**src/rtl/core/xsde_pkg.sv**
```systemverilog
`timescale 1ns / 1ps
`default_nettype none

package xsde_pkg;

  // Screen geometry.
  localparam int SCREEN_WIDTH  = 64;
  localparam int SCREEN_HEIGHT = 32;
  localparam int ROW_BYTES     = (SCREEN_WIDTH + 7) / 8;
  localparam int STORE_BYTES   = ROW_BYTES * SCREEN_HEIGHT;

  // Derived widths.
  localparam int XW = $clog2(SCREEN_WIDTH);
  localparam int YW = $clog2(SCREEN_HEIGHT);
  localparam int SW = $clog2(SCREEN_HEIGHT + 15);
  localparam int CW = $clog2(ROW_BYTES);
  localparam int AW = $clog2(STORE_BYTES);

  // Command queue between the front and back halves.
  localparam int QUEUE_DEPTH = 2;
  localparam int QPW         = $clog2(QUEUE_DEPTH);

  typedef enum logic [1:0] {
    KIND_CLEAR = 2'd0,
    KIND_DRAW  = 2'd1,
    KIND_READ  = 2'd2,
    KIND_NONE  = 2'd3
  } kind_e;

  typedef struct packed {
    logic [1:0] kind;
    logic [7:0] x_coord;
    logic [7:0] y_coord;
    logic [3:0] row_offset;
    logic [7:0] row_bits;
    logic       first_row;
    logic       last_row;
    logic [7:0] read_addr;
  } item_t;

  typedef struct packed {
    logic       collision;
    logic       sprite_done;
    logic [7:0] read_data;
  } result_t;

  // Classified command as it sits in the queue.
  typedef struct packed {
    kind_e         op;
    logic          first_row;
    logic          last_row;
    logic          in_range;
    logic [AW-1:0] addr_a;
    logic [AW-1:0] addr_b;
    logic [7:0]    pat_a;
    logic [7:0]    pat_b;
  } cmd_t;

  typedef logic [255:0][XW-1:0]     xmod_tab_t;
  typedef logic [255:0][YW-1:0]     ymod_tab_t;
  typedef logic [2**SW-1:0][YW-1:0] rmod_tab_t;

  function automatic xmod_tab_t build_xmod();
    xmod_tab_t t;
    for (int i = 0; i < 256; i++) begin
      t[i] = XW'(i % SCREEN_WIDTH);
    end
    return t;
  endfunction

  function automatic ymod_tab_t build_ymod();
    ymod_tab_t t;
    for (int i = 0; i < 256; i++) begin
      t[i] = YW'(i % SCREEN_HEIGHT);
    end
    return t;
  endfunction

  function automatic rmod_tab_t build_rmod();
    rmod_tab_t t;
    for (int i = 0; i < 2**SW; i++) begin
      t[i] = YW'(i % SCREEN_HEIGHT);
    end
    return t;
  endfunction

  localparam xmod_tab_t XMOD_TAB = build_xmod();
  localparam ymod_tab_t YMOD_TAB = build_ymod();
  localparam rmod_tab_t RMOD_TAB = build_rmod();

  // Reverses bit order so that bit k is pixel k counted from the left.
  function automatic logic [7:0] flip8(logic [7:0] v);
    logic [7:0] r;
    for (int k = 0; k < 8; k++) begin
      r[k] = v[7-k];
    end
    return r;
  endfunction

endpackage

`default_nettype wire

```
**src/rtl/core/xor_sprite_draw_engine.sv**
```systemverilog
`timescale 1ns / 1ps
`default_nettype none

// Channel   Direction  Handshake                       Payload
// command   in         start high while busy is low    item_i   (xsde_pkg::item_t)
// result    out        result_valid_o, one-cycle pulse result_o (xsde_pkg::result_t)
//
// In the back end a draw reads the first byte, then writes it and reads the second,
// then writes the second; a read reads its byte and then returns it; a clear is done
// when taken. The frame store's single read port and single write port set this order.
// Reset clears the valid bit of every frame byte at once, so no clearing pass is run.
// The result receiver cannot stall; the two-entry command queue lets the front end
// keep accepting while the back end works, and busy rises only when it is full.

module xor_sprite_draw_engine (
  input  wire logic            clk_i,
  input  wire logic            rst_ni,
  input  wire logic            start,
  output logic                 busy,
  input  wire xsde_pkg::item_t item_i,
  output logic                 result_valid_o,
  output xsde_pkg::result_t    result_o
);

  // Front end: classifies each command transaction and folds the coordinates
  // into store addresses and two byte-aligned pixel masks.
  logic           push;
  logic           queue_full;
  xsde_pkg::cmd_t front_cmd;

  // Queue output toward the back end.
  logic           queue_valid;
  logic           pop;
  xsde_pkg::cmd_t back_cmd;

  assign busy = queue_full;

  xsde_front u_front (
    .start        (start),
    .item_i       (item_i),
    .queue_full_i (queue_full),
    .push_o       (push),
    .cmd_o        (front_cmd)
  );

  // The queue decouples acceptance from execution so that a clear or read can
  // be taken in while a sprite row is still being written.
  xsde_fifo u_fifo (
    .clk_i       (clk_i),
    .rst_ni      (rst_ni),
    .push_i      (push),
    .push_data_i (front_cmd),
    .full_o      (queue_full),
    .valid_o     (queue_valid),
    .pop_i       (pop),
    .pop_data_o  (back_cmd)
  );

  // Back end: owns the frame store and the collision flag, and produces exactly
  // one result transaction for every command, in order.
  xsde_back u_back (
    .clk_i          (clk_i),
    .rst_ni         (rst_ni),
    .cmd_valid_i    (queue_valid),
    .cmd_i          (back_cmd),
    .pop_o          (pop),
    .result_valid_o (result_valid_o),
    .result_o       (result_o)
  );

endmodule

`default_nettype wire

```
**src/rtl/core/xsde_front.sv**
```systemverilog
`timescale 1ns / 1ps
`default_nettype none

module xsde_front (
  input  wire logic           start,
  input  wire xsde_pkg::item_t item_i,
  input  wire logic           queue_full_i,
  output logic                push_o,
  output xsde_pkg::cmd_t      cmd_o
);

  logic [xsde_pkg::XW-1:0] x_mod;
  logic [xsde_pkg::YW-1:0] y_mod;
  logic [xsde_pkg::SW-1:0] row_sum;
  logic [xsde_pkg::YW-1:0] row;
  logic [xsde_pkg::AW-1:0] base;
  logic [xsde_pkg::CW-1:0] col_a;
  logic [xsde_pkg::CW-1:0] col_b;
  logic [15:0]             wide;
  xsde_pkg::kind_e         kind;

  assign push_o = start && !queue_full_i;

  always_comb begin
    kind    = xsde_pkg::kind_e'(item_i.kind);
    x_mod   = xsde_pkg::XMOD_TAB[item_i.x_coord];
    y_mod   = xsde_pkg::YMOD_TAB[item_i.y_coord];
    row_sum = xsde_pkg::SW'(y_mod) + xsde_pkg::SW'(item_i.row_offset);
    row     = xsde_pkg::RMOD_TAB[row_sum];
    base    = xsde_pkg::AW'(int'(row) * xsde_pkg::ROW_BYTES);
    col_a   = xsde_pkg::CW'(x_mod >> 3);
    // The second byte wraps to the start of the same row.
    if (col_a == xsde_pkg::CW'(xsde_pkg::ROW_BYTES - 1)) begin
      col_b = '0;
    end else begin
      col_b = col_a + 1'b1;
    end
    wide = {8'h00, xsde_pkg::flip8(item_i.row_bits)} << x_mod[2:0];

    cmd_o.op        = kind;
    cmd_o.first_row = item_i.first_row;
    cmd_o.last_row  = item_i.last_row;
    cmd_o.in_range  = ({24'd0, item_i.read_addr} < 32'(xsde_pkg::STORE_BYTES));
    cmd_o.pat_a     = wide[7:0];
    cmd_o.pat_b     = wide[15:8];
    cmd_o.addr_b    = base + xsde_pkg::AW'(col_b);
    if (kind == xsde_pkg::KIND_READ) begin
      cmd_o.addr_a = xsde_pkg::AW'(item_i.read_addr);
    end else begin
      cmd_o.addr_a = base + xsde_pkg::AW'(col_a);
    end
  end

endmodule

`default_nettype wire

```
**src/rtl/core/xsde_fifo.sv**
```systemverilog
`timescale 1ns / 1ps
`default_nettype none

module xsde_fifo (
  input  wire logic           clk_i,
  input  wire logic           rst_ni,
  input  wire logic           push_i,
  input  wire xsde_pkg::cmd_t push_data_i,
  output logic                full_o,
  output logic                valid_o,
  input  wire logic           pop_i,
  output xsde_pkg::cmd_t      pop_data_o
);

  xsde_pkg::cmd_t                entry_q [xsde_pkg::QUEUE_DEPTH];
  logic [xsde_pkg::QPW-1:0]      wr_ptr_q, wr_ptr_d;
  logic [xsde_pkg::QPW-1:0]      rd_ptr_q, rd_ptr_d;
  logic [xsde_pkg::QPW:0]        count_q, count_d;

  assign full_o     = (count_q == (xsde_pkg::QPW+1)'(xsde_pkg::QUEUE_DEPTH));
  assign valid_o    = (count_q != '0);
  assign pop_data_o = entry_q[rd_ptr_q];

  always_comb begin
    wr_ptr_d = wr_ptr_q;
    rd_ptr_d = rd_ptr_q;
    count_d  = count_q;
    if (push_i) begin
      wr_ptr_d = (wr_ptr_q == xsde_pkg::QPW'(xsde_pkg::QUEUE_DEPTH - 1)) ? '0 : wr_ptr_q + 1'b1;
    end
    if (pop_i) begin
      rd_ptr_d = (rd_ptr_q == xsde_pkg::QPW'(xsde_pkg::QUEUE_DEPTH - 1)) ? '0 : rd_ptr_q + 1'b1;
    end
    if (push_i && !pop_i) begin
      count_d = count_q + 1'b1;
    end else if (pop_i && !push_i) begin
      count_d = count_q - 1'b1;
    end
  end

  always_ff @(posedge clk_i or negedge rst_ni) begin
    if (!rst_ni) begin
      wr_ptr_q <= '0;
      rd_ptr_q <= '0;
      count_q  <= '0;
    end else begin
      wr_ptr_q <= wr_ptr_d;
      rd_ptr_q <= rd_ptr_d;
      count_q  <= count_d;
    end
  end

  always_ff @(posedge clk_i) begin
    if (push_i) begin
      entry_q[wr_ptr_q] <= push_data_i;
    end
  end

endmodule

`default_nettype wire

```
**src/rtl/core/xsde_back.sv**
```systemverilog
`timescale 1ns / 1ps
`default_nettype none

module xsde_back (
  input  wire logic           clk_i,
  input  wire logic           rst_ni,
  input  wire logic           cmd_valid_i,
  input  wire xsde_pkg::cmd_t cmd_i,
  output logic                pop_o,
  output logic                result_valid_o,
  output xsde_pkg::result_t   result_o
);

  localparam logic [1:0] S_IDLE  = 2'd0;
  localparam logic [1:0] S_RDATA = 2'd1;
  localparam logic [1:0] S_RD1   = 2'd2;
  localparam logic [1:0] S_RD2   = 2'd3;

  logic [7:0]                    mem_q [xsde_pkg::STORE_BYTES];
  logic [xsde_pkg::STORE_BYTES-1:0] valid_q;
  logic [7:0]                    rd_q;
  logic                          rd_valid_q;

  logic [1:0]              state_q, state_d;
  xsde_pkg::cmd_t          cmd_q, cmd_d;
  logic                    acc_q, acc_d;
  logic                    hit_q, hit_d;
  logic                    res_valid_q, res_valid_d;
  xsde_pkg::result_t       res_q, res_d;

  logic                    rd_en;
  logic [xsde_pkg::AW-1:0] rd_addr;
  logic                    wr_en;
  logic [xsde_pkg::AW-1:0] wr_addr;
  logic [7:0]              wr_data;
  logic                    clear_all;
  logic [7:0]              old_byte;

  assign result_valid_o = res_valid_q;
  assign result_o       = res_q;

  // A byte never written since the last clear reads as blank.
  assign old_byte = rd_valid_q ? rd_q : 8'h00;

  always_comb begin
    state_d     = state_q;
    cmd_d       = cmd_q;
    acc_d       = acc_q;
    hit_d       = hit_q;
    res_valid_d = 1'b0;
    res_d       = '0;
    pop_o       = 1'b0;
    rd_en       = 1'b0;
    rd_addr     = cmd_i.addr_a;
    wr_en       = 1'b0;
    wr_addr     = cmd_q.addr_a;
    wr_data     = old_byte ^ cmd_q.pat_a;
    clear_all   = 1'b0;
    case (state_q)
      S_IDLE: begin
        if (cmd_valid_i) begin
          pop_o = 1'b1;
          cmd_d = cmd_i;
          case (cmd_i.op)
            xsde_pkg::KIND_DRAW: begin
              rd_en   = 1'b1;
              if (cmd_i.first_row) begin
                acc_d = 1'b0;
              end
              state_d = S_RD1;
            end
            xsde_pkg::KIND_READ: begin
              rd_en   = cmd_i.in_range;
              state_d = S_RDATA;
            end
            xsde_pkg::KIND_CLEAR: begin
              clear_all         = 1'b1;
              res_valid_d       = 1'b1;
              res_d.collision   = acc_q;
            end
            default: begin
              res_valid_d       = 1'b1;
              res_d.collision   = acc_q;
            end
          endcase
        end
      end
      S_RDATA: begin
        res_valid_d     = 1'b1;
        res_d.collision = acc_q;
        res_d.read_data = cmd_q.in_range ? old_byte : 8'h00;
        state_d         = S_IDLE;
      end
      S_RD1: begin
        wr_en   = 1'b1;
        hit_d   = |(old_byte & cmd_q.pat_a);
        rd_en   = 1'b1;
        rd_addr = cmd_q.addr_b;
        state_d = S_RD2;
      end
      S_RD2: begin
        wr_en             = 1'b1;
        wr_addr           = cmd_q.addr_b;
        wr_data           = old_byte ^ cmd_q.pat_b;
        acc_d             = acc_q | hit_q | (|(old_byte & cmd_q.pat_b));
        res_valid_d       = 1'b1;
        res_d.collision   = acc_d;
        res_d.sprite_done = cmd_q.last_row;
        state_d           = S_IDLE;
      end
      default: begin
        state_d = S_IDLE;
      end
    endcase
  end

  always_ff @(posedge clk_i or negedge rst_ni) begin
    if (!rst_ni) begin
      state_q     <= S_IDLE;
      acc_q       <= 1'b0;
      res_valid_q <= 1'b0;
      valid_q     <= '0;
    end else begin
      state_q     <= state_d;
      acc_q       <= acc_d;
      res_valid_q <= res_valid_d;
      if (clear_all) begin
        valid_q <= '0;
      end else if (wr_en) begin
        valid_q[wr_addr] <= 1'b1;
      end
    end
  end

  always_ff @(posedge clk_i) begin
    cmd_q <= cmd_d;
    hit_q <= hit_d;
    res_q <= res_d;
    if (wr_en) begin
      mem_q[wr_addr] <= wr_data;
    end
    if (rd_en) begin
      rd_q       <= mem_q[rd_addr];
      rd_valid_q <= valid_q[rd_addr];
    end
  end

endmodule

`default_nettype wire
```
**config.mk**
```make
export PLATFORM = sky130hd
export DESIGN_NAME = xor_sprite_draw_engine
export DESIGN_NICKNAME = d
export VERILOG_FILES = /design/src/rtl/core/xsde_pkg.sv /design/src/rtl/core/xor_sprite_draw_engine.sv /design/src/rtl/core/xsde_front.sv /design/src/rtl/core/xsde_fifo.sv /design/src/rtl/core/xsde_back.sv
export SDC_FILE = /design/constraint.sdc
export NUM_CORES = 2
export LEC_CHECK = 0
export BUFFER_PORTS_ARGS = -buffer_cell sky130_fd_sc_hd__buf_2
export CAP_MARGIN = 20
export CORE_MARGIN = 10
export CORE_UTILIZATION = 35
export CTS_CLUSTER_DIAMETER = 30
export DETAILED_ROUTE_END_ITERATION = 10
export SLEW_MARGIN = 0
export SYNTH_ARGS = -nofsm -noshare
export SYNTH_HDL_FRONTEND = slang
export SYNTH_SLANG_ARGS = --single-unit
```
**constraint.sdc**
```tcl
create_clock -name clk_i -period 21.6 [get_ports clk_i]
set_input_delay 1.08 -clock clk_i [delete_from_list [all_inputs] [get_ports clk_i]]
set_output_delay 1.08 -clock clk_i [all_outputs]
set_load 0.01 [all_outputs]
```
==> report_table.html <==
<table>
<tr><th>Metric</th><th>Value</th></tr>
<tr><th colspan="2">Die</th></tr>
<tr><td>Core Region</td><td>0.276 mm2</td></tr>
<tr><td>Number of rows created at floorplan</td><td>193</td></tr>
<tr><td>Height of the die</td><td>546 um</td></tr>
<tr><td>Overall die area</td><td>0.298 mm2</td></tr>
<tr><td>Chip Width</td><td>546 um</td></tr>
<tr><td>I/O pin count</td><td>55</td></tr>
<tr><td>Starting utilization of the core area</td><td>35.1%</td></tr>
<tr><th colspan="2">Route</th></tr>
<tr><td>Total length of routed wires</td><td>286 mm</td></tr>
<tr><td>Remaining design rule violation count</td><td>0</td></tr>
<tr><td>Via count normalized by instance count</td><td>5.59</td></tr>
<tr><td>Total number of vias</td><td>56,300</td></tr>
<tr><td>Number of iterations in the first detailed-routing pass</td><td>6</td></tr>
<tr><td>Count of nets left with antenna violations after detail routing</td><td>0</td></tr>
<tr><td>Number of DRC markers after the initial detailed-route iteration</td><td>7,136</td></tr>
<tr><td>Routed WL per cell</td><td>28.3 um</td></tr>
<tr><th colspan="2">Final layout</th></tr>
<tr><td>Finished layout cell area</td><td>0.117 mm2</td></tr>
<tr><td>Syn-to-layout area delta</td><td>20.6%</td></tr>
<tr><td>Most used cells in the layout excluding fill and tap cells</td><td>2,160 x edfxtp_1, 583 x nand2_1, 463 x clkbuf_16</td></tr>
<tr><td>Final std cells w/o fill</td><td>10,100</td></tr>
<tr><td>Final-stage net count</td><td>6,044</td></tr>
<tr><td>Share of post-route cells with drive strength above 1</td><td>21.1%</td></tr>
<tr><td>Leading cell type in the layout, fill and taps excluded</td><td>edfxtp_1</td></tr>
<tr><th colspan="2">Global route</th></tr>
<tr><td>First-pass GRT wire length</td><td>407 mm</td></tr>
<tr><td>Number of antenna violations at the first check in global routing</td><td>9</td></tr>
<tr><td>Most used routing layer in global routing</td><td>met2</td></tr>
<tr><td>Met1 routing resource usage after global routing</td><td>24.1%</td></tr>
<tr><td>Total global routing track utilization</td><td>18.4%</td></tr>
<tr><td>Vias in the first global route</td><td>56,200</td></tr>
<tr><td>Met2 usage in global routing</td><td>28.6%</td></tr>
<tr><td>Grt met3 use</td><td>4.83%</td></tr>
<tr><td>Remaining global-route overflow</td><td>0</td></tr>
<tr><td>Pin count of the biggest net entering global routing</td><td>222</td></tr>
<tr><th colspan="2">STA</th></tr>
<tr><td>Final setup fails</td><td>0</td></tr>
<tr><td>Time the worst path needs with I/O delays and setup</td><td>6620 ps</td></tr>
<tr><td>Highest attainable clock frequency</td><td>0.151 GHz</td></tr>
<tr><td>Slack of the critical path</td><td>14,980 ps</td></tr>
<tr><td>Worst-Margin Slew</td><td>1590 ps</td></tr>
<tr><td>Slew Viols, Final</td><td>62</td></tr>
<tr><td>Worst clock skew</td><td>57.8 ps</td></tr>
<tr><td>Period utilisation layout</td><td>30.6%</td></tr>
<tr><td>Unrepaired setup endpoints after global routing</td><td>no</td></tr>
<tr><td>Final Hold Fails</td><td>0</td></tr>
<tr><td>Sum Neg Setup Slack</td><td>0 ps</td></tr>
<tr><td>Slew margin rel.</td><td>-6.01%</td></tr>
<tr><th colspan="2">Placement</th></tr>
<tr><td>Detailed Place HPWL</td><td>162 mm</td></tr>
<tr><td>Total of buffers placed on input and output ports</td><td>49</td></tr>
<tr><td>DP Area</td><td>0.101 mm2</td></tr>
<tr><td>Cell total after placement</td><td>9,231</td></tr>
<tr><td>GP Congestion</td><td>0.830</td></tr>
<tr><td>Pre-CTS WS</td><td>14,880 ps</td></tr>
<tr><th colspan="2">Clock network</th></tr>
<tr><td>Register clock-pin slew on the reported worst setup and hold paths</td><td>50 ps</td></tr>
<tr><td>Root buffer cell</td><td>clkbuf_16</td></tr>
<tr><td>CTS sink count</td><td>2,434</td></tr>
<tr><td>Clock tree from TritonCTS</td><td>done</td></tr>
<tr><td>Clock latency on the worst-skew pair</td><td>960 ps</td></tr>
<tr><td>Hold bufs inserted after CTS</td><td>0</td></tr>
<tr><td>Total number of H-tree levels</td><td>5</td></tr>
<tr><td>Number of gates given a new drive strength after cts</td><td>0</td></tr>
<tr><td>Post-CTS Repair Setup Buffers</td><td>0</td></tr>
<tr><td>Total CTS buffers</td><td>457</td></tr>
<tr><td>CTS Buffer Depth</td><td>4</td></tr>
<tr><th colspan="2">Synthesis</th></tr>
<tr><td>Sequential cell area fraction in the yosys report</td><td>73.9%</td></tr>
<tr><td>Share of Yosys cell area claimed by the top area cell type</td><td>66.9%</td></tr>
<tr><td>Synth top area cells</td><td>edfxtp_1 67%, mux4_2 7.3%, dfrtp_1 6.8%, mux2i_1 3.1%, nand2_1 2.3%</td></tr>
<tr><td>Number of instances in the synthesized netlist</td><td>5,716</td></tr>
<tr><td>Combinational family with the most area after synthesis</td><td>multiplexers</td></tr>
<tr><td>Async set-reset flop share out of synthesis</td><td>10.8%</td></tr>
<tr><td>Syn Area/Cell</td><td>17.0 um2</td></tr>
<tr><td>Area leader, netlist</td><td>edfxtp_1</td></tr>
<tr><td>Synth Area in Compound Gates</td><td>7.04%</td></tr>
<tr><td>Basic-gate share of the synthesized area counting and, or, nand and nor cells</td><td>5.31%</td></tr>
<tr><td>Yosys synthesis warning count</td><td>0</td></tr>
<tr><td>Number of enable-type register cells in the synthesized netlist</td><td>2,160</td></tr>
<tr><td>Post-synthesis mux area share</td><td>11.2%</td></tr>
<tr><td>Xor and xnor area share after synthesis</td><td>0.145%</td></tr>
<tr><td>Number of unique standard cell types used by synthesis</td><td>80</td></tr>
<tr><td>Syn Std Cell Area</td><td>0.0970 mm2</td></tr>
<tr><td>Syn_nets</td><td>5,770</td></tr>
<tr><td>Top flip-flop cell by instance count after synthesis</td><td>edfxtp_1</td></tr>
<tr><td>Flops &amp; latches, synth</td><td>2,434</td></tr>
<tr><td>Area share of fa/ha/maj cells after synthesis</td><td>0.150%</td></tr>
<tr><th colspan="2">Pwr</th></tr>
<tr><td>Switching share of power</td><td>37.4%</td></tr>
<tr><td>Reported net switching power</td><td>8150 uW</td></tr>
<tr><td>Clock share of power</td><td>32.9%</td></tr>
<tr><td>Power Total</td><td>21,800 uW</td></tr>
<tr><td>Design internal power</td><td>13,600 uW</td></tr>
<tr><td>Part of the power in registers</td><td>31.8%</td></tr>
<tr><td>Power per cell area</td><td>186 mW/mm2</td></tr>
<tr><td>Worst IR Drop VDD</td><td>0.281 mV</td></tr>
<tr><td>Combinational share of power</td><td>35.3%</td></tr>
<tr><td>Lkg Pwr</td><td>0.0400 uW</td></tr>
<tr><th colspan="2">Worst setup path</th></tr>
<tr><td>Worst setup path category</td><td>flip-flop to flip-flop</td></tr>
<tr><td>Critical path arrival</td><td>7220 ps</td></tr>
<tr><td>Top cell by count, worst path</td><td>buf_4</td></tr>
<tr><td>Data required time at the worst endpoint</td><td>22,200 ps</td></tr>
<tr><td>Master of the slowest instance on the critical path</td><td>nor4_1</td></tr>
<tr><td>Type of element capturing the critical path</td><td>flip-flop</td></tr>
<tr><td>Crit-path max FO</td><td>40</td></tr>
<tr><td>Startpoint type of the worst setup path</td><td>flip-flop</td></tr>
<tr><td>Peak per-stage delay on the critical path</td><td>930 ps</td></tr>
<tr><td>Cells traversed along the worst timing path</td><td>buf_4 &gt; mux2i_1 &gt; a21o_4 &gt; buf_4 &gt; buf_4 &gt; buf_4 &gt; a211oi_1 &gt; o21ai_0 &gt; o311ai_1 &gt; a2111oi_1 &gt; o22ai_1 &gt; nor4_1</td></tr>
<tr><th colspan="2">Outcome</th></tr>
<tr><td>Outcome</td><td>finished with violations</td></tr>
<tr><td>Violated checks</td><td>slew limit</td></tr>
<tr><th colspan="2">Worst hold path</th></tr>
<tr><td>Worst min-delay path category</td><td>input pin to asynchronous set/reset pin</td></tr>
<tr><th colspan="2">Run</th></tr>
<tr><td>Max-cap violation count</td><td>0</td></tr>
</table>
power groups by stage:
stage          sequential [uW]  combinational [uW]  clock (uW)
5_1_grt                   6940                7980        7460
3_5_place_dp              6990                7580           0
2_1_floorplan             7460                4410           0
6_report                  6920                7680        7170
3_3_place_gp              6970                7430           0
4_1_cts                   6910                7600        7220
per-stage QoR:
stage | hold WS [ps] | util (%)
final | 184 | 42.4
after global routing | 217 | 42.4
after CTS | 167 | 42.3
after detailed placement | 474 | 36.6
after global placement | 467 | 36.6
after floorplan | 458 | -
registers in the layout, summed over array words and instances (netlist names):
signal                 cells
u_back.rd_q                8
u_back.rd_valid_q          1
u_back.valid_q           256
u_back.cmd_q              32
u_back.mem_q            2048
u_back.acc_q               1
u_fifo.count_q             2
u_fifo.wr_ptr_q            1
u_back.state_q             2
u_back.hit_q               1
u_back.result_o           10
u_fifo.entry_q            70
u_back.result_valid_o      1
u_fifo.rd_ptr_q            1
final timing paths:
path	to	cells past startpoint	slack, ps	startpoint
worst max-delay path	u_back.rd_q[4]	12	14980	u_fifo.rd_ptr_q
worst min-delay path	u_back.valid_q[9]	1	180	rst_ni
worst max register to register	u_back.rd_q[4]	12	14980	u_fifo.rd_ptr_q
worst min register to register	u_back.valid_q[49]	1	480	u_back.valid_q[49]
max in group asynchronous	u_back.valid_q[125]	2	19760	rst_ni
min in group clk_i	u_fifo.entry_q[0][32]	1	310	item_i[8]
final cells by class:
class / count / area [um2]
Antenna cell: 3 / 7.51
Clock buffer: 557 / 12300
Timing Repair Buffer: 174 / 1430
Multi-Input combinational cell: 2904 / 23400
Sequential cell: 2434 / 71700
Fill cell: 24000 / 159000
Inverter: 19 / 71.3
Clock inverter: 288 / 3410
Tap cell: 3705 / 4640
worst max-delay path, delay by kind of cell, from the launching register on:
| kind | cells | cell delay, ps |
|---|---|---|
| compound gates | 6 | 1920 |
| buf+inv | 4 | 2350 |
| flops | 1 | 320 |
| mux | 1 | 650 |
| simple gates | 1 | 930 |
Yosys cell counts, types with 11 or more instances:
library cell,instances
buf_4,36
a21oi_1,241
mux2i_1,305
o211ai_1,15
nand3b_1,11
nor4_1,32
mux4_2,316
nand3_1,174
a32oi_1,24
o22ai_1,44
and2_1,26
o21ai_0,47
buf_1,18
nand4_1,18
a211oi_1,48
buf_2,103
o21a_1,260
a31oi_1,23
a2111oi_0,18
o221ai_1,46
a311oi_1,11
nand2_1,587
inv_1,17
nor3_1,33
edfxtp_1,2160
a221oi_1,36
a22oi_1,95
mux2_2,57
dfrtp_1,264
nor2_1,304
buf_6,48
clkbuf_1,143
cells by family after synthesis:
group | Yosys count
xor gates and xnor gates | 16
DFF | 2434
adders and majority gates | 11
AOI/OAI and AO/OA | 982
and+or+nand+nor | 1215
muxes | 680
buffers and inverters | 378
routing by layer:
layer / vias up / wire length, um
met1: 29300 / 111000
met4: 2 / 14700
met3: 727 / 28400
met2: 3003 / 132000
met5: - / 7
li1: 23300 / -
No activity file was read; power rests on OpenSTA's default activity.
